File: src/hw/rtl/qeap_fifo.sv
// Small first-in first-out queue built from registers.
// Generic over width and power-of-two depth; no package dependency.
module qeap_fifo #(
    parameter int WIDTH = 8,
    parameter int DEPTH = 2
) (
    input  logic             clk,
    input  logic             rst_n,
    input  logic             push,
    input  logic [WIDTH-1:0] wdata,
    output logic             full,
    input  logic             pop,
    output logic [WIDTH-1:0] rdata,
    output logic             empty
);

    localparam int PW = (DEPTH > 1) ? $clog2(DEPTH) : 1;

    logic [WIDTH-1:0] mem_reg [DEPTH];
    logic [PW-1:0]    wptr_reg, wptr_next;
    logic [PW-1:0]    rptr_reg, rptr_next;
    logic [PW:0]      count_reg, count_next;
    logic             do_push;
    logic             do_pop;

    assign full    = (count_reg == (PW+1)'(DEPTH));
    assign empty   = (count_reg == '0);
    assign do_push = push && !full;
    assign do_pop  = pop && !empty;
    assign rdata   = mem_reg[rptr_reg];

    always_comb
    begin
        wptr_next  = do_push ? wptr_reg + PW'(1) : wptr_reg;
        rptr_next  = do_pop ? rptr_reg + PW'(1) : rptr_reg;
        count_next = count_reg + (PW+1)'(do_push) - (PW+1)'(do_pop);
    end

    always_ff @(posedge clk or negedge rst_n)
    begin
        if (!rst_n)
        begin
            wptr_reg  <= '0;
            rptr_reg  <= '0;
            count_reg <= '0;
        end
        else
        begin
            wptr_reg  <= wptr_next;
            rptr_reg  <= rptr_next;
            count_reg <= count_next;
        end
    end

    always_ff @(posedge clk)
    begin
        if (do_push)
        begin
            mem_reg[wptr_reg] <= wdata;
        end
    end

endmodule

File: config.mk
export PLATFORM = sky130hd
export DESIGN_NAME = qeap_fifo
export DESIGN_NICKNAME = d
export VERILOG_FILES = /design/src/hw/rtl/qeap_fifo.sv
export SDC_FILE = /design/constraint.sdc
export NUM_CORES = 1
export LEC_CHECK = 0
export BUFFER_PORTS_ARGS = -buffer_cell sky130_fd_sc_hd__buf_4
export CORE_MARGIN = 2
export CORE_UTILIZATION = 40
export DETAILED_ROUTE_END_ITERATION = 8
export MAX_ROUTING_LAYER = met4
export PLACE_DENSITY_LB_ADDON = 0.12
export REMOVE_ABC_BUFFERS = 1
export SYNTH_ARGS = -nofsm -noshare
export SYNTH_HDL_FRONTEND = slang
export SYNTH_SLANG_ARGS = --single-unit
File: constraint.sdc
create_clock -name clk -period 2.1 [get_ports clk]
set_clock_uncertainty 0.1 [all_clocks]
set_input_delay 0 -clock clk [delete_from_list [all_inputs] [get_ports clk]]
set_output_delay 0 -clock clk [all_outputs]
set_load 0.01 [all_outputs]
Word-level counts from Yosys, hierarchy flattened
Memories as Yosys holds them, arrays and structs flattened. Index checks and enable logic that the tools add are counted.

Flip-flop bits (word level): 4. Memory bits (writable): 16. Input port bits: 12. Output and inout port bits: 10. Logic and storage cells: 16. Memories kept: 1.

Memories: mem_reg (words 2, bits a word 8, read ports 1, clocked after memory_dff 0, wr ports 1, RTL line 19) `logic [WIDTH-1:0] mem_reg [DEPTH];`.

Add/subtract/negate cells: 4. Equality and inequality tests: 1. Muxes and demuxes: 2. Reductions and logical operators: 5.

Operator list (number): $add 1x1->1 const B (2); $add 2x1->2 (1); $eq 2x2->1 const B (1); $logic_and 1x1->1 (2); $logic_not 1->1 (2); $logic_not 2->1 (1); $mux 1 (2); $sub 2x1->2 (1).

Logic depth before layout (Yosys ltp)
Depth after elaboration: 5. Gate-level depth with buffers: 7.

Worst setup path after synthesis
No wires, ideal clock.

Path type: reg-to-reg. Start point: register count_reg[0]. End point: register count_reg[1]. Data arrival time: 1.352 ns. Slack: 0.525 ns. Stages on the path, launching flop included: 8. Path through: dfrtp_1 nor2_2 nor2b_2 ha_1 inv_1 ha_1 xnor2_1 xnor2_1.

Elaborated cells on any way between the ends: 8. Classes of those cells: add/sub: 2; eq/ne: 1; reduce/logical: 5.

RTL lines: start, declared (RTL line 22) `logic [PW:0] count_reg, count_next;`; start signal, assigned (RTL line 51) `count_reg <= count_next;`; $logic_not 2->1 (RTL line 27) `assign empty = (count_reg == '0);`; named net empty (RTL line 14) `output logic empty`; $logic_not 1->1 (RTL line 29) `assign do_pop = pop && !empty;`; $logic_and 1x1->1 (RTL line 29); named net do_pop (RTL line 24) `logic do_pop;`; $sub 2x1->2 (RTL line 36) `count_next = count_reg + (PW+1)'(do_push) - (PW+1)'(do_pop);`; named net count_next[1] (RTL line 22).

The timed path passes the listed nets, and every way through them passes these cells. A chain may end at the register's enable or synchronous reset.

Worst setup path after layout
Start point: register count_reg[0]. End point: register count_reg[1].

Longest elaborated chain between the ends: 5. Elaborated cells on any way between the ends: 8. Classes of those cells: add/sub: 2; eq/ne: 1; reduce/logical: 5.

Ends and longest elaborated chain: $eq 2x2->1 (RTL line 26) `assign full = (count_reg == (PW+1)'(DEPTH));`; $logic_not 1->1 (RTL line 28) `assign do_push = push && !full;`; $logic_and 1x1->1 (RTL line 28); $add 2x1->2 (RTL line 36); $sub 2x1->2 (*) (RTL line 36); named net count_next[1] (RTL line 22).

Mark *: on every way through the listed nets, which the timed path passes. The rest lies on a longest branch.

==> flow_metrics.env <==
export IMPL_status="complete, no violations"
export IMPL_rows=16
export IMPL_clk_latency_ns=0.29
export IMPL_drt_wl_total_mm=1.309
export IMPL_die_x_um=48.29
export IMPL_max_cap_violations=0
export IMPL_post_synth_num_cell_types=14
export IMPL_cts_tree="yes"
export IMPL_cts_htree_levels=1
export IMPL_synth_seq_area_share=0.7400
export IMPL_power_frac_comb=0.368
export IMPL_syn_inst=43
export IMPL_r2r_slack_ns=0.48
export IMPL_fillerInstances=153
export IMPL_max_freq_ghz=0.6175
export IMPL_start_util=0.4125
export IMPL_reg2reg_to="count_reg[1]"
export IMPL_vias_per_cell=4.318
export IMPL_netlist_area_um2=784.5
export IMPL_netSwitchingFraction=0.2939
export IMPL_wl_per_cell_um=12.23
export IMPL_slew_headroom=0.7339
export IMPL_multi_input_area_um2=185.2
export IMPL_largest_register_ffs=16
export IMPL_cts_sinks=20
export IMPL_area_delta_synth_final_pct=43.86
export IMPL_worst_slew_pin_slew_ns=0.3992
export IMPL_diodes=0
export IMPL_place_ws_ns=0.4881
export IMPL_mostFrequentLayoutCell="buf_4"
export IMPL_required_ns=2.22
export IMPL_whs_endpoint="mem_reg[1][7]"
export IMPL_die_area_mm2=0.002331
export IMPL_clkPwrFrac=0.160
export IMPL_core_area_mm2=0.001902
export IMPL_grt_pass1_vias=451
export IMPL_hp_class="input port to flip-flop"
export IMPL_syn_avg_cell_area_um2=18.24
export IMPL_seq_area_um2=580.6
export IMPL_post_route_min_period_ns=1.620
export IMPL_seq_power_share=0.472
export IMPL_reg2reg_from="count_reg[0]"
export IMPL_postCtsSetupRepairBufs=0
export IMPL_grt_setup_unrepaired="false"
export IMPL_fin_tns_setup_ns=0
export IMPL_nNetsFinal=95
export IMPL_die_h_um=48.29
export IMPL_met3WireLength_um=46
export IMPL_grt_max_degree=12
export IMPL_globalplace_congestion=0.6921
export IMPL_power_leakage_uw=0.0004623
export IMPL_crit_path_cell_trace="nand2b_1 > nand2_1 > ha_1 > inv_1 > ha_1 > xnor2_1 > xnor2_1"
export IMPL_route_vias_total=462
export IMPL_cp_slowest_cell="dfrtp_1"
export IMPL_crit_path_end_kind="flip-flop"
export IMPL_dp_hpwl_um=866.9
export IMPL_grt_usage=0.1224
export IMPL_ant_nets=0
export IMPL_drive_gt1_frac=0.4500
export IMPL_dr_pass1_iters=3
export IMPL_r2r_cells=7
export IMPL_clockRootBuffer="clkbuf_4"
export IMPL_worst_path_max_fanout=3
export IMPL_cp_arrival_ns=1.74
export IMPL_antenna_found_initial=0
export IMPL_synth_warnings=0
export IMPL_synth_seq_cells=20
export IMPL_drc_errors=0
export IMPL_slew_violations=0
export IMPL_min_from="wdata[7]"
export IMPL_cts_buffers=3
export IMPL_drtIter0Drc=4
export IMPL_m1WireLength_um=484
export IMPL_hold_viol_final=0
export IMPL_fin_crit_sh=0.7712
export IMPL_cts_buffer_depth=2
export IMPL_critical_path_class="flip-flop to flip-flop"
export IMPL_grt_pass1_wl_mm=1.787
export IMPL_p_int_uw=945.6
export IMPL_top_layer="met3"
export IMPL_route_met2_wl_um=778
export IMPL_io_buffers=21
export IMPL_fin_ws_ns=0.4805
export IMPL_cp_slowest_stage_delay_ns=0.39
export IMPL_clkSlewWorstSetupHoldPaths_ns=0.11
export IMPL_powerDensity_mw_per_mm2=1187
export IMPL_ioPinCount=22
export IMPL_cts_repair_resized=0
export IMPL_grt_ovfl_total=0
export IMPL_layout_common_cells="buf_4 (22), edfxtp_1 (16), dlygate4sd3_1 (12), mux2_2 (8), dfrtp_1 (4)"
export IMPL_net_switching_power_uw=393.5
export IMPL_setup_viol=0
export IMPL_start_kind="flip-flop"
export IMPL_holdPathStages=2
export IMPL_ir_drop_uv=727.7
area by class of cell:
type                    count  area share
inverters                   2    0.006652
flip-flops and latches     20      0.5144
clock buffers               4     0.03215
multi-input cells          20      0.1641
repair buffers             34      0.2528
well taps                  27     0.02993
worst max-delay path, delay by kind of cell, from the launching register on:
| family | cells | cell delay (ns) |
|---|---|---|
| fa+ha+maj | 2 | 0.46 |
| flops | 1 | 0.39 |
| xor+xnor | 2 | 0.30 |
| simple gates | 2 | 0.26 |
| buf+inv | 1 | 0.04 |
stage by stage:
| step | std cells | total power, uW | util | hold slack (ns) | cell area (um2) |
|---|---|---|---|---|---|
| 2_1_floorplan | 42 | 907.1 | - | -0.3956 | 773.2 |
| 3_3_place_gp | 91 | 1116 | 0.5112 | -0.2999 | 972.2 |
| 3_5_place_dp | 91 | 1126 | 0.5112 | -0.2975 | 972.2 |
| 4_1_cts | 107 | 1359 | 0.5934 | 0.3186 | 1129 |
| 5_1_grt | 107 | 1420 | 0.5934 | 0.3265 | 1129 |
| 6_report | 107 | 1339 | 0.5934 | 0.3277 | 1129 |
kinds of logic after synthesis:
group,after synthesis,synth area share
DFF,20,0.7400
muxes,8,0.1148
buffers and inverters,3,0.02393
adders and majority gates,2,0.03189
and+or+nand+nor,6,0.04467
xor gates and xnor gates,4,0.04467
cells in the mapped netlist:
library cell,count,area share
edfxtp_1,16,0.61
mux2_2,8,0.11
dfrtp_1,4,0.13
xnor2_1,3,0.033
ha_1,2,0.032
inv_1,2,0.0096
and3_1,1,0.0080
buf_6,1,0.014
nand2_1,1,0.0048
nand2b_1,1,0.0080
nor2_1,1,0.0048
nor2_2,1,0.0080
nor2b_2,1,0.011
xor2_1,1,0.011
worst max-delay path by stage:
stage	start	end	slack [ns]
6_report	count_reg[0]	count_reg[1]	0.48
5_1_grt	count_reg[0]	count_reg[1]	0.39
4_1_cts	count_reg[0]	count_reg[1]	0.46
3_5_place_dp	count_reg[0]	count_reg[1]	0.49
3_3_place_gp	count_reg[0]	count_reg[1]	0.51
2_1_floorplan	count_reg[0]	count_reg[1]	0.52
metal layers:
metal / global-route usage / vias up
met1: 0.1133 / 223
li1: - / 229
met2: 0.2316 / 10
met3: 0.03333 / 0
met4: 0.04865 / 0
met5: - / -
what timing repair did:
action                                  CTS  global route
endpoints found under the setup margin    0             0
hold buffers                             12             0
endpoints found under the hold margin    22             0
power by group through the flow:
stage | clock [uW] | combinational (uW) | sequential [uW]
after floorplan | 0 | 288 | 619
after global routing | 234 | 538 | 648
final | 214 | 493 | 632
after detailed placement | 0 | 485 | 641
after CTS | 221 | 503 | 634
after global placement | 0 | 476 | 640
No activity file was read; power rests on OpenSTA's default activity.
