## src/hw/rtl/qeap_pkg.sv

```systemverilog
// Shared types and constants for the quarter ellipse arc point generator.
// Used by the front, back and top level; depends on nothing.
package qeap_pkg;

    localparam int COORD_W = 31;
    localparam int FRAC_W  = 30;

    typedef enum logic [1:0] {
        KIND_LINE     = 2'd0,
        KIND_CW       = 2'd1,
        KIND_CCW      = 2'd2,
        KIND_LINE_ALT = 2'd3
    } kind_t;

    // Divisors of the sine and cosine series terms, one per term after the first.
    localparam logic [63:0] SIN_DIV [8] = '{64'd6, 64'd20, 64'd42, 64'd72,
                                            64'd110, 64'd156, 64'd210, 64'd272};
    localparam logic [63:0] COS_DIV [8] = '{64'd2, 64'd12, 64'd30, 64'd56,
                                            64'd90, 64'd132, 64'd182, 64'd240};

    localparam logic [63:0] HALF_PI_Q30 = 64'd1686629713;
    localparam logic [63:0] Q_ONE       = 64'd1073741824;

    // One classified segment, as handed from the front to the back.
    typedef struct packed {
        logic                        arc;
        logic signed [COORD_W-1:0]   xs;
        logic signed [COORD_W-1:0]   ys;
        logic signed [COORD_W-1:0]   xe;
        logic signed [COORD_W-1:0]   ye;
        logic signed [COORD_W-1:0]   xo;
        logic signed [COORD_W-1:0]   yo;
        logic        [COORD_W-1:0]   a_mag;
        logic                        a_neg;
        logic        [COORD_W-1:0]   r_mag;
        logic                        s_neg;
        logic                        swap;
    } desc_t;

    typedef struct packed {
        logic signed [COORD_W-1:0]   x;
        logic signed [COORD_W-1:0]   y;
        logic                        last;
    } point_t;

endpackage

```

## src/hw/rtl/qeap_front.sv

```systemverilog
// Front end: classifies a segment and works out the arc center, radii and signs.
// Depends on qeap_pkg for the descriptor and kind codes.
module qeap_front (
    input  logic signed [qeap_pkg::COORD_W-1:0] x_start,
    input  logic signed [qeap_pkg::COORD_W-1:0] y_start,
    input  logic signed [qeap_pkg::COORD_W-1:0] x_end,
    input  logic signed [qeap_pkg::COORD_W-1:0] y_end,
    input  logic        [1:0]                   func,
    output qeap_pkg::desc_t                     desc
);

    localparam int W = qeap_pkg::COORD_W;

    qeap_pkg::kind_t     kind;
    logic                ccw;
    logic                cw;
    logic signed [W-1:0] xa, ya, xb, yb;
    logic signed [W-1:0] xo, yo;
    logic signed [W:0]   dx, dy, u, v, a;
    logic        [W:0]   rx, ry, a_abs;

    always_comb
    begin
        kind = qeap_pkg::kind_t'(func);
        ccw  = 1'b0;
        cw   = 1'b0;
        unique case (kind)
            qeap_pkg::KIND_CW:  cw  = 1'b1;
            qeap_pkg::KIND_CCW: ccw = 1'b1;
            default:            ;
        endcase

        // The counterclockwise case swaps the endpoints for choosing the center only.
        xa = ccw ? x_end   : x_start;
        ya = ccw ? y_end   : y_start;
        xb = ccw ? x_start : x_end;
        yb = ccw ? y_start : y_end;

        if ((xb > xa) == (yb > ya))
        begin
            xo = xb;
            yo = ya;
        end
        else
        begin
            xo = xa;
            yo = yb;
        end

        dx = (W+1)'(xa) - (W+1)'(xb);
        dy = (W+1)'(ya) - (W+1)'(yb);
        rx = dx[W] ? (W+1)'(-dx) : (W+1)'(dx);
        ry = dy[W] ? (W+1)'(-dy) : (W+1)'(dy);
        u  = (W+1)'(x_start) - (W+1)'(xo);
        v  = (W+1)'(y_start) - (W+1)'(yo);

        desc.swap  = (v != '0);
        a          = desc.swap ? v : u;
        a_abs      = a[W] ? (W+1)'(-a) : (W+1)'(a);
        desc.a_mag = a_abs[W-1:0];
        desc.a_neg = a[W];
        desc.r_mag = desc.swap ? rx[W-1:0] : ry[W-1:0];
        desc.s_neg = desc.swap ? !(cw ^ v[W]) : (cw ^ u[W]);

        desc.arc = (cw || ccw) && (x_start != x_end) && (y_start != y_end);
        desc.xs  = x_start;
        desc.ys  = y_start;
        desc.xe  = x_end;
        desc.ye  = y_end;
        desc.xo  = xo;
        desc.yo  = yo;
    end

endmodule

```

## config.mk

```make
export PLATFORM = sky130hd
export DESIGN_NAME = qeap_front
export DESIGN_NICKNAME = d
export VERILOG_FILES = /design/src/hw/rtl/qeap_pkg.sv /design/src/hw/rtl/qeap_front.sv
export SDC_FILE = /design/constraint.sdc
export NUM_CORES = 1
export LEC_CHECK = 0
export BUFFER_PORTS_ARGS = -buffer_cell sky130_fd_sc_hd__buf_2
export CORE_MARGIN = 2
export CORE_UTILIZATION = 35
export DETAILED_ROUTE_END_ITERATION = 8
export PLACE_DENSITY = 0.71
export SYNTH_ARGS = -nofsm -noshare
export SYNTH_HDL_FRONTEND = slang
export SYNTH_SLANG_ARGS = --single-unit
export TNS_END_PERCENT = 10
```

## constraint.sdc

```tcl
create_clock -name vclk -period 13.7
set_input_delay 2.055 -clock vclk [all_inputs]
set_output_delay 2.055 -clock vclk [all_outputs]
set_load 0.01 [all_outputs]
```

* After elaboration in Yosys (flattened, before gate mapping)
Index checks and enable logic that the tools add are counted.
Storage, ports and cells: register bits 0, bits of input ports 126, word-level logic and storage cells 35, output and inout bits 252
Operators by class: bitwise logic cells 2, equality and inequality tests 5, add/subtract/negate cells 7, muxes and demuxes 14, reduce and logical (&&, ||, !) cells 5, magnitude comparators 2
Operators with widths (count):
- 31-bit two-way mux | 10
- 31-bit by 31-bit subtractor with 32-bit output | 4
- 31-bit negator | 3
- 31-bit > comparator | 2
- 31-bit != test | 2
- 32-bit two-way mux | 1
- 32-bit nonzero test | 1
- 1-bit two-way mux | 3
- 2-bit by 1-bit equality test with 1-bit output, second input constant | 1
- 2-bit equality test, second input constant | 1
- 1-bit logical AND | 2
- 1-bit XOR | 2
- 1-bit equality test | 1
- 1-bit zero test | 1
- 1-bit logical OR | 1

* Longest topological paths before layout
word-level depth 11, mapped depth 53, gate-level depth less buffers 43

* Worst setup path after synthesis
OpenSTA, ideal clock, no wires.
path kind input port to output port, start point input port func[0], end point output port desc[46] (netlist name), stages on the path 51, slack -0.830 ns, data required time 11.645 ns, arrival 12.475 ns, buffers on the path 10, path through inv_1 > ha_1 > clkbuf_1 > and2_1 > clkbuf_1 > clkbuf_1 > clkbuf_1 > buf_1 > a21oi_1 > ha_1 > inv_1 > a311o_1 > o221ai_2 > a21oi_2 > o31a_1 > and2_1 > buf_6 > o221ai_4 > [... 15 more ...] > mux2i_1 > o21ai_0 > or4b_1 > and3_1 > nor4_2 > nand4b_1 > nor4_4 > buf_2 > buf_1 > nand2_1 > nand2_1 > ha_1 > nand2_1 > or4_1 > or4b_2 > a21oi_1 > a21oi_1 > xnor2_1
RTL lines:
- from (decl) | RTL line qeap_front.sv:8 | input logic [1:0] func,
- to (decl) | RTL line qeap_front.sv:9 | output qeap_pkg::desc_t desc

==> impl_metrics.tcl <==
set metrics [dict create \
    crit_path_end_kind "primary output" \
    dieArea_um2 41440 \
    hold_viol 0 \
    grt_max_degree 66 \
    yosys_warnings 0 \
    fin_area_um2 15750 \
    seqCellArea_um2 0 \
    hold_slack_ns 4.355 \
    syn_area_um2 13940 \
    syn2layout_area_growth_pct 13.00 \
    outcome "finished, final reports clean" \
    dp_slack_ns 0.2900 \
    seq_cell_count 0 \
    fin_crit_sh_pct 97.12 \
    final_layout_size_suffix_gt1_share_pct 20.95 \
    layout_common_cells "378 x buf_2, 207 x nor2_1, 182 x a21oi_1" \
    p_sw_share_pct 62.51 \
    grt_pass1_wl_mm 81.66 \
    synthDistinctLibCells 88 \
    grtUsageTotal_pct 24.43 \
    num_io_pins 378 \
    p_seq_share_pct 0 \
    core_area_um2 39550 \
    tightest_slew_ns 1.051 \
    worst_slack_ns 0.3944 \
    die_w_um 203.6 \
    intPower_mw 0.6840 \
    slew_viol_final 0 \
    power_density_nw_per_um2 115.8 \
    drc 0 \
    num-nets-final 2608 \
    max_freq_mhz 75.16 \
    hold_class "input port to primary output" \
    p_comb_share_pct 100.0 \
    n_clock_buffer 0 \
    cap_violations 0 \
    first_iter_violations 1447 \
    avgRoutedWirePerCell_um 18.24 \
    ant_nets 0 \
    vias 16310 \
    gp_congestion 1.002 \
    cp.arrival_ns 11.25 \
    rows 73 \
    final_common_cell "buf_2" \
    wirelength_mm 53.55 \
    critical-path-slowest-cell "or4b_1" \
    antenna_found_initial 1 \
    p_clk_share_pct 0 \
    worstPathMaxFanout 14 \
    postCtsHoldBufs 0 \
    drt-pass1-iter-count 6 \
    p_leak_nw 7.198 \
    detailed_place.area_um2 15650 \
    cp_common_cell "nand2_1" \
    syn-num-nets 2382 \
    syn_inst 2187 \
    setup_viol 0 \
    hold_depth 2 \
    slew_headroom_pct 28.95 \
    diodes 0 \
    period_minus_slack_ns 13.31 \
    vias_per_cell 5.554 \
    dp.final_hpwl_mm 45.75 \
    p_switching_mw 1.140 \
    port_buffers 378 \
    irDropWorstVdd_mv 0.05961 \
    start_util_pct 35.25 \
    synth_area_per_cell_um2 6.374 \
    required_ns 11.64 \
    die_y_um 203.6 \
    seq_area_frac_synth_pct 0 \
    cpPeakStageDelay_ns 0.56 \
    grt_overflow 0 \
    crit_type "input port to primary output" \
    grt_pass1_vias 14750 \
    cp-start-kind "input port" \
]
-- Yosys cell counts (all sizes together) (16+ instances only) --
library cell | number | share of area [%]
xnor2 | 134 | 8.4
or2 | 24 | 1.1
mux2 | 18 | 1.5
or3 | 26 | 1.2
and2 | 25 | 1.1
clkbuf | 58 | 1.6
maj3 | 85 | 6.1
a21o | 55 | 3.0
and3 | 25 | 1.1
nand2b | 73 | 3.3
inv | 177 | 4.8
a31oi | 35 | 1.6
a21oi | 190 | 6.8
nand3 | 48 | 1.8
nor3 | 49 | 1.8
xor2 | 82 | 5.3
nor4 | 16 | 0.98
nand2 | 178 | 4.8
nor2b | 61 | 2.7
ha | 67 | 6.0
a211oi | 16 | 0.86
buf | 145 | 7.4
o21ai | 112 | 4.0
o22ai | 25 | 1.1
mux2i | 39 | 2.8
nor2 | 208 | 5.6
-- worst max-delay path: cells and delay by family --
family                   cells  cell delay, ns
AND/OR/NAND/NOR             12            3.38
AO/OA/AOI/OAI               16            3.34
multiplexers                 3            0.90
adder cells (fa/ha/maj)      3            0.72
XOR/XNOR                     2            0.48
buffers and inverters        3            0.35
-- logic make-up after synthesis --
kind of cell | share of synthesized area [%]
xor+xnor | 13.70
mux | 4.281
buf+inv | 13.76
fa+ha+maj | 12.40
compound gates | 27.54
simple gates | 28.31
-- final cells by class --
| type | count | area, um^2 |
|---|---|---|
| inverter | 178 | 668.1 |
| fill | 4336 | 23800 |
| multi-input combinational | 1806 | 12130 |
| tap | 525 | 656.9 |
| timing repair buffer | 427 | 2297 |
-- repair_timing --
item,in CTS,in global routing
setup buffers,0,5
resized for setup,0,14
setup endpoints to repair,0,21
-- metal layers --
layer / up-vias / GRT usage [%] / share of wire [%]
li1: 8059 / - / -
met1: 7408 / 32.90 / 44
met2: 744 / 41.22 / 45
met3: 96 / 2.269 / 7.0
met4: 0 / 7.143 / 3.4
met5: - / 0 / 0
-- power groups by stage --
stage	registers, mW	logic (mW)	clock network (mW)
4_1_cts	0	1.79	0
2_1_floorplan	0	1.18	0
5_1_grt	0	1.98	0
6_report	0	1.82	0
3_3_place_gp	0	1.79	0
3_5_place_dp	0	1.79	0
-- final timing paths --
check	slack [ns]	from	end
max	0.39	func[0]	desc[58]
min	4.35	x_end[26]	desc[184]
-- per-stage QoR --
stage / utilization (%) / total power, mW / setup TNS [ns] / cells
floorplan: - / 1.177 / 0 / 2187
global placement: 39.56 / 1.787 / 0 / 2931
detailed placement: 39.56 / 1.785 / 0 / 2931
CTS: 39.56 / 1.795 / 0 / 2931
global route: 39.83 / 1.985 / -0.005017 / 2936
finish: 39.83 / 1.824 / 0 / 2936
Note: power is estimated with default switching activity, not from simulation.
