**src/hw/rtl/qeap_pkg.sv**
```systemverilog
// Shared types and constants for the quarter ellipse arc point generator.
// Used by the front, back and top level; depends on nothing.
package qeap_pkg;

    localparam int COORD_W = 31;
    localparam int FRAC_W  = 30;

    typedef enum logic [1:0] {
        KIND_LINE     = 2'd0,
        KIND_CW       = 2'd1,
        KIND_CCW      = 2'd2,
        KIND_LINE_ALT = 2'd3
    } kind_t;

    // Divisors of the sine and cosine series terms, one per term after the first.
    localparam logic [63:0] SIN_DIV [8] = '{64'd6, 64'd20, 64'd42, 64'd72,
                                            64'd110, 64'd156, 64'd210, 64'd272};
    localparam logic [63:0] COS_DIV [8] = '{64'd2, 64'd12, 64'd30, 64'd56,
                                            64'd90, 64'd132, 64'd182, 64'd240};

    localparam logic [63:0] HALF_PI_Q30 = 64'd1686629713;
    localparam logic [63:0] Q_ONE       = 64'd1073741824;

    // One classified segment, as handed from the front to the back.
    typedef struct packed {
        logic                        arc;
        logic signed [COORD_W-1:0]   xs;
        logic signed [COORD_W-1:0]   ys;
        logic signed [COORD_W-1:0]   xe;
        logic signed [COORD_W-1:0]   ye;
        logic signed [COORD_W-1:0]   xo;
        logic signed [COORD_W-1:0]   yo;
        logic        [COORD_W-1:0]   a_mag;
        logic                        a_neg;
        logic        [COORD_W-1:0]   r_mag;
        logic                        s_neg;
        logic                        swap;
    } desc_t;

    typedef struct packed {
        logic signed [COORD_W-1:0]   x;
        logic signed [COORD_W-1:0]   y;
        logic                        last;
    } point_t;

endpackage

```
**src/hw/rtl/qeap_back.sv**
```systemverilog
// Back end: walks the points of one segment, scaling the radii by cos and sin.
// Depends on qeap_pkg; the cos/sin table is built at elaboration from SEGMENTS.
module qeap_back #(
    parameter int SEGMENTS = 10
) (
    input  logic              clk,
    input  logic              rst_n,
    input  qeap_pkg::desc_t   desc,
    input  logic              desc_empty,
    output logic              desc_pop,
    output qeap_pkg::point_t  point,
    output logic              point_push,
    input  logic              point_full
);

    localparam int W  = qeap_pkg::COORD_W;
    localparam int F  = qeap_pkg::FRAC_W;
    localparam int NW = $clog2(SEGMENTS + 1);

    // Series evaluation of cos and sin in Q30 for angle index n, packed {cos, sin}.
    function automatic logic [2*W-1:0] trig_entry(input int n);
        logic [63:0]        x;
        logic [63:0]        x2;
        logic [63:0]        st;
        logic [63:0]        ct;
        logic signed [63:0] ssum;
        logic signed [63:0] csum;
        logic [W-1:0]       cq;
        logic [W-1:0]       sq;
        x    = (qeap_pkg::HALF_PI_Q30 * 64'(n)) / SEGMENTS;
        x2   = (x * x) >> F;
        st   = x;
        ct   = qeap_pkg::Q_ONE;
        ssum = signed'(x);
        csum = signed'(qeap_pkg::Q_ONE);
        for (int k = 0; k < 8; k++)
        begin
            st = ((st * x2) >> F) / qeap_pkg::SIN_DIV[k];
            ct = ((ct * x2) >> F) / qeap_pkg::COS_DIV[k];
            if ((k % 2) == 0)
            begin
                ssum = ssum - signed'(st);
                csum = csum - signed'(ct);
            end
            else
            begin
                ssum = ssum + signed'(st);
                csum = csum + signed'(ct);
            end
        end
        if (csum < 0)
            cq = '0;
        else if (csum > signed'(qeap_pkg::Q_ONE))
            cq = W'(qeap_pkg::Q_ONE);
        else
            cq = W'(csum);
        if (ssum < 0)
            sq = '0;
        else if (ssum > signed'(qeap_pkg::Q_ONE))
            sq = W'(qeap_pkg::Q_ONE);
        else
            sq = W'(ssum);
        return {cq, sq};
    endfunction

    logic [2*W-1:0] trig_tab [SEGMENTS+1];

    for (genvar g = 0; g <= SEGMENTS; g++)
    begin : g_tab
        localparam logic [2*W-1:0] ENTRY = trig_entry(g);
        assign trig_tab[g] = ENTRY;
    end

    logic [NW-1:0]         n_reg, n_next;
    logic                  a_valid_reg, a_valid_next;
    logic                  a_interior_reg;
    logic                  a_last_reg;
    logic signed [W-1:0]   a_ptx_reg, a_pty_reg;
    logic signed [W-1:0]   a_xo_reg, a_yo_reg;
    logic [2*W-1:0]        prod_c_reg, prod_s_reg;
    logic                  a_neg_reg, s_neg_reg, swap_reg;

    logic                  stage_free;
    logic                  go;
    logic                  is_first;
    logic                  is_last;
    logic [W-1:0]          cq, sq;
    logic [2*W-1:0]        rnd_c, rnd_s;
    logic [W:0]            term_c, term_s;
    logic [W:0]            sum_x, sum_y;

    always_comb
    begin
        stage_free = !a_valid_reg || !point_full;
        go         = !desc_empty && stage_free;
        is_first   = (n_reg == '0);
        is_last    = desc.arc ? (n_reg == NW'(SEGMENTS)) : (n_reg == NW'(1));
        desc_pop   = go && is_last;
        {cq, sq}   = trig_tab[n_reg];

        if (go)
            n_next = is_last ? '0 : n_reg + NW'(1);
        else
            n_next = n_reg;

        a_valid_next = stage_free ? go : a_valid_reg;

        // Round to nearest with halves away from zero, then apply the sign.
        rnd_c  = prod_c_reg + ((2*W)'(1) << (F - 1));
        rnd_s  = prod_s_reg + ((2*W)'(1) << (F - 1));
        term_c = a_neg_reg ? (W+1)'(-rnd_c[F+W:F]) : rnd_c[F+W:F];
        term_s = s_neg_reg ? (W+1)'(-rnd_s[F+W:F]) : rnd_s[F+W:F];
        sum_x  = (W+1)'(a_xo_reg) + (swap_reg ? term_s : term_c);
        sum_y  = (W+1)'(a_yo_reg) + (swap_reg ? term_c : term_s);

        point_push = a_valid_reg && !point_full;
        point.x    = a_interior_reg ? sum_x[W-1:0] : a_ptx_reg;
        point.y    = a_interior_reg ? sum_y[W-1:0] : a_pty_reg;
        point.last = a_last_reg;
    end

    always_ff @(posedge clk or negedge rst_n)
    begin
        if (!rst_n)
        begin
            n_reg       <= '0;
            a_valid_reg <= 1'b0;
        end
        else
        begin
            n_reg       <= n_next;
            a_valid_reg <= a_valid_next;
        end
    end

    always_ff @(posedge clk)
    begin
        if (go)
        begin
            a_interior_reg <= !is_first && !is_last;
            a_last_reg     <= is_last;
            a_ptx_reg      <= is_first ? desc.xs : desc.xe;
            a_pty_reg      <= is_first ? desc.ys : desc.ye;
            a_xo_reg       <= desc.xo;
            a_yo_reg       <= desc.yo;
            prod_c_reg     <= (2*W)'(desc.a_mag) * (2*W)'(cq);
            prod_s_reg     <= (2*W)'(desc.r_mag) * (2*W)'(sq);
            a_neg_reg      <= desc.a_neg;
            s_neg_reg      <= desc.s_neg;
            swap_reg       <= desc.swap;
        end
    end

endmodule

```
**config.mk**
```make
export PLATFORM = sky130hd
export DESIGN_NAME = qeap_back
export DESIGN_NICKNAME = d
export VERILOG_FILES = /design/src/hw/rtl/qeap_pkg.sv /design/src/hw/rtl/qeap_back.sv
export SDC_FILE = /design/constraint.sdc
export NUM_CORES = 2
export LEC_CHECK = 0
export ABC_AREA = 1
export BUFFER_PORTS_ARGS = -buffer_cell sky130_fd_sc_hd__buf_2
export CORE_ASPECT_RATIO = 1.25
export CORE_UTILIZATION = 65
export CTS_CLUSTER_SIZE = 24
export DETAILED_ROUTE_END_ITERATION = 8
export PLACE_DENSITY_LB_ADDON = 0.12
export RECOVER_POWER = 50
export SLEW_MARGIN = 20
export SYNTH_ARGS = -nofsm -noshare
export SYNTH_HDL_FRONTEND = slang
export SYNTH_SLANG_ARGS = --single-unit
```
**constraint.sdc**
```tcl
create_clock -name clk -period 18.8 [get_ports clk]
set_clock_uncertainty 0.05 [all_clocks]
set_input_delay 3.76 -clock clk [delete_from_list [all_inputs] [get_ports clk]]
set_output_delay 3.76 -clock clk [all_outputs]
set_load 0.01 [all_outputs]
```
; Yosys cells after proc, flatten, opt, wreduce, memory -nomap -nowiden
; Memories as Yosys holds them, arrays and structs flattened.
; Index checks and enable logic that the tools add are counted.
[word_totals]
n_memories = 1
inputBits = 256
rom_bits = 992
regBits = 256
[memory_table]
columns = name, depth, width, read_ports, rd_ports_with_merged_regs, write_ports, line_no
row1 = (no name shown), 16, 62, 1, 0, 0, qeap_back.sv:99  ; {cq, sq} = trig_tab[n_reg];
[classes]
bitwise_logic = 1
mux = 12
n_reduce_logical = 11
n_addsub = 7
order_cmp = 1
n_mul = 2
eq_ne = 2
[ops]
columns = operator, n
row1 = $mux W31, 8
row2 = $mux W62, 2
row3 = $add A61 B30 Y61 const B, 2
row4 = $mul A31 B31 Y61, 2
row5 = $add A31 B31 Y31, 2
row6 = $neg A31 Y31, 2
row7 = $ge A5 B5 Y1 const B, 1
row8 = $logic_not A1 Y1, 5
row9 = $not A4 Y5, 1
row10 = $add A4 B1 Y4 const B, 1
row11 = $eq A4 B1 Y1 const B, 1
row12 = $eq A4 B4 Y1 const B, 1
row13 = $logic_and A1 B1 Y1, 4
row14 = $logic_not A4 Y1, 1
row15 = $mux W4, 1
row16 = $logic_or A1 B1 Y1, 1
row17 = $mux W1, 1

; Longest topological paths before layout
[depth]
depth_word = 6
mapped_depth = 40
mapped_depth_nobuf = 37

; Least setup slack after synthesis
; OpenSTA, ideal clock, no wires.
[synth_timing]
path_kind = input port to output port
start = input point_full
end = output desc_pop
t_arrival_ps = 13100
required_ps = 14990
path_buffers = 0
stages = 5
slack_ps = 1890
path_cell_list = nand2_1 inv_1 nor2_1 inv_1 nor2_1
[synth_via]
elab_chain_cells = 4
[synth_rtl]
columns = item, line_no
row1 = "start, declared", qeap_back.sv:13  ; input logic point_full
row2 = $logic_not A1 Y1, qeap_back.sv:94  ; stage_free = !a_valid_reg || !point_full;
row3 = $logic_or A1 B1 Y1, qeap_back.sv:94
row4 = $logic_and A1 B1 Y1, qeap_back.sv:95  ; go = !desc_empty && stage_free;
row5 = via go, qeap_back.sv:84  ; logic go;
row6 = $logic_and A1 B1 Y1, qeap_back.sv:98  ; desc_pop = go && is_last;
row7 = "end, declared", qeap_back.sv:10  ; output logic desc_pop,
; The timed path passes the listed nets, and every way through them passes these cells.

; Final worst setup path
[layout_timing]
start = register n_reg[1]
end = register prod_c_reg[57] (data pin)
[layout_via]
elab_chain_cells = 5
[layout_rtl]
columns = item, line_no
row1 = "start, declared", qeap_back.sv:74  ; logic [NW-1:0] n_reg, n_next;
row2 = "start signal, assigned", qeap_back.sv:131  ; n_reg <= n_next;
row3 = $not A4 Y5 (not written as such), qeap_back.sv:99
row4 = $mem_v2 Z16 W62, --
row5 = $mux W62 (not written as such) (2 in a row), qeap_back.sv:99
row6 = $mul A31 B31 Y61, qeap_back.sv:146  ; prod_c_reg <= (2*W)'(desc.a_mag) * (2*W)'(cq);
row7 = "end signal, assigned", qeap_back.sv:146
row8 = "end, declared", qeap_back.sv:80  ; logic [2*W-1:0] prod_c_reg, prod_s_reg;
; Every way passes these cells. The select of a mux whose other input is x is not followed.
; A chain may end at the register's enable or synchronous reset.

==> metrics.cfg <==
[status]
outcome=finished with violations
violations=capacitance limit, slew limit

[global_route]
antenna_found_initial=23
grt_usage=0.5085
grt_overflow=0
grt_pass1_vias=70990
grt_pass1_wl_mm=431.5
grt_max_degree=91

[timing]
fin_hold_ws_ps=493.3
worst_pin_slew_ps=3948
clock.fmax_ghz=0.08375
setup_viol_count_final=0
rsz0062_at_grt=no
finalHoldViolCount=0
drv_slew=135
relSlewSlack=-1.632
finalCriticalPeriod_ps=11940
finalCritPeriodShare=0.6351
fin_setup_tns_ps=0

[cts]
cts_setup_buffers=0
cts_tree=done
clkLatencyLatePin_ps=510
path_clk_slew_ps=120
hold_buffers=0
root_buffer=clkbuf_16
cts_resized=0
clk_path_buf_depth=2
numCtsBuffers=17
htreeDepth=4
cts_sinks=198

[placed_design]
port_buffers=320
dp_hpwl_mm=232.8
gp_congestion=1.082

[min_path]
hold_path_end=a_valid_reg
min_from=a_valid_reg
whs_path_depth=2
min_path_type=reg -> reg

[logic_synthesis]
synthTopCellsByArea=fa_1 (45%), inv_1 (11%), ha_1 (9.5%)
synth_ff_type=edfxtp_1
synth.top_cells.by_count=inv_1 (2116), nand2_1 (1857), fa_1 (1672), nor2_1 (1341), ha_1 (570)
yosys_warnings=0
yosysSeqAreaShare=0.07887
yosysMostFrequentCell=inv_1
syn_nets=11800
syn_inst=9301
netlist_area_um2=75070
async_flop_share=0.02525
yosysUniqueCellTypes=57
avgSynthCellArea_um2=8.071
yosys_register_bits=198
yosys.area.top_type_share=0.4459
synth-edff-count=193
synth.largest_area_cell=fa_1

[floorplan]
die_h_um=381.9
dieWidth_um=306.0
core_area_um2=114600
dieArea_um2=116900
ios=321
start_util=0.6550
num_rows=139

[drt]
dr.pass1.iters=9
post_drt_wl_per_cell_um=26.42
viasPerCell=6.094
drc=0
totalWireLength_mm=287.7
vias=66380
drtIter0Drc=7472
drt.antenna.violating_nets=0

[setup_path]
cp.required_ps=18960
end_kind=flop
slowest_stage=clkinv_1
slowest_delay_ps=930
r2r_slack_ps=6860
reg2reg_from=n_reg[1]
crit_path_start_kind=flop
ff2ff_path_depth=33
cp_data_arrival_time_ps=12100
rr_endpoint=prod_c_reg[57]
path_class=reg -> reg
path_max_fanout=26
cp_common_cell=fa_1

[flow_run]
maxCapViolations=3

[layout]
nets=11890
nFillCells=9519
area_growth_pct=4.690
drive_gt1_frac=0.05436

## area by class of cell
class	count	area, µm²	area share
diodes	12	30.03	0.0003821
clock buffers	17	425.4	0.005413
inverters	2174	8160	0.1038
repair buffers	400	2192	0.02789
well taps	1480	1852	0.02356
multi-input cells	6597	59800	0.7609
clock inverters	15	210.2	0.002675
flip-flops and latches	198	5921	0.07534
## layer usage
layer  up-vias  track usage  wire [µm]  part of all wire
met5         -            0        177           0.00062
met4        22       0.4993      36500              0.13
met2      5042       0.7822     127600              0.44
li1      27590            -          -                 -
met3      1938       0.1796      37220              0.13
met1     31780       0.5368      86290              0.30
## critical path, delay by kind of cell (launching register included)
| kind | cells | cell delay (ps) |
|---|---|---|
| and+or+nand+nor | 7 | 1330 |
| DFF | 1 | 640 |
| AOI/OAI and AO/OA | 3 | 950 |
| buffers and inverters | 12 | 3510 |
| xor gates and xnor gates | 1 | 100 |
| adders and majority gates | 10 | 4980 |
## kinds of logic after synthesis
logic type	Yosys count	synth area share
AOI/OAI and AO/OA	678	0.05062
buffers and inverters	2506	0.1256
xor gates and xnor gates	164	0.01913
and+or+nand+nor	3513	0.1848
DFF	198	0.07887
adders and majority gates	2242	0.5409
## placed cells by master (no fill, tap or decap), types with 8 or more instances in the layout
master,Yosys,final
inv_1,2116,2112
nand2_1,1857,1854
fa_1,1672,1672
nor2_1,1341,1338
ha_1,570,570
buf_2,11,302
a21oi_1,272,265
o21ai_0,202,200
edfxtp_1,193,193
nand3_1,154,154
xor2_1,91,91
buf_4,1,75
xnor2_1,73,73
a31oi_1,57,57
clkinv_1,48,50
nor3_1,36,35
nand4_1,33,33
o21ai_1,31,30
o21a_1,29,29
o21bai_1,24,24
clkbuf_1,296,20
nand2_2,16,19
nor2_2,17,18
clkbuf_16,0,17
nor2_4,12,14
nand3_2,13,13
diode_2,0,12
inv_2,10,12
nor4_1,9,9
o31ai_1,9,9
nand3b_1,8,8
a21boi_0,8,8
## how the worst max path moves through the flow
| stage | from | endpoint | slack (ps) | cells past startpoint |
|---|---|---|---|---|
| after global placement | desc[10] | prod_s_reg[47] | 6800 | 30 |
| after global routing | desc[10] | prod_s_reg[60] | 6830 | 29 |
| after floorplan | point_full | desc_pop | 1890 | 5 |
| final | n_reg[1] | prod_c_reg[57] | 6860 | 33 |
| after detailed placement | desc[10] | prod_s_reg[47] | 6730 | 30 |
| after CTS | desc[10] | prod_s_reg[60] | 7230 | 29 |
## stage by stage
| stage | std cells | util | cell area (µm²) | setup slack, ps |
|---|---|---|---|---|
| floorplan | 9301 | - | 75070 | 1890 |
| global placement | 10850 | 0.6798 | 77910 | 6804 |
| detailed placement | 10850 | 0.6798 | 77910 | 6726 |
| CTS | 10880 | 0.6853 | 78550 | 7233 |
| global route | 10880 | 0.6855 | 78560 | 6830 |
| finish | 10890 | 0.6857 | 78590 | 6860 |
Power is not shown: default switching activity piles up to over one toggle a cycle in this logic, so the estimate is an artifact.
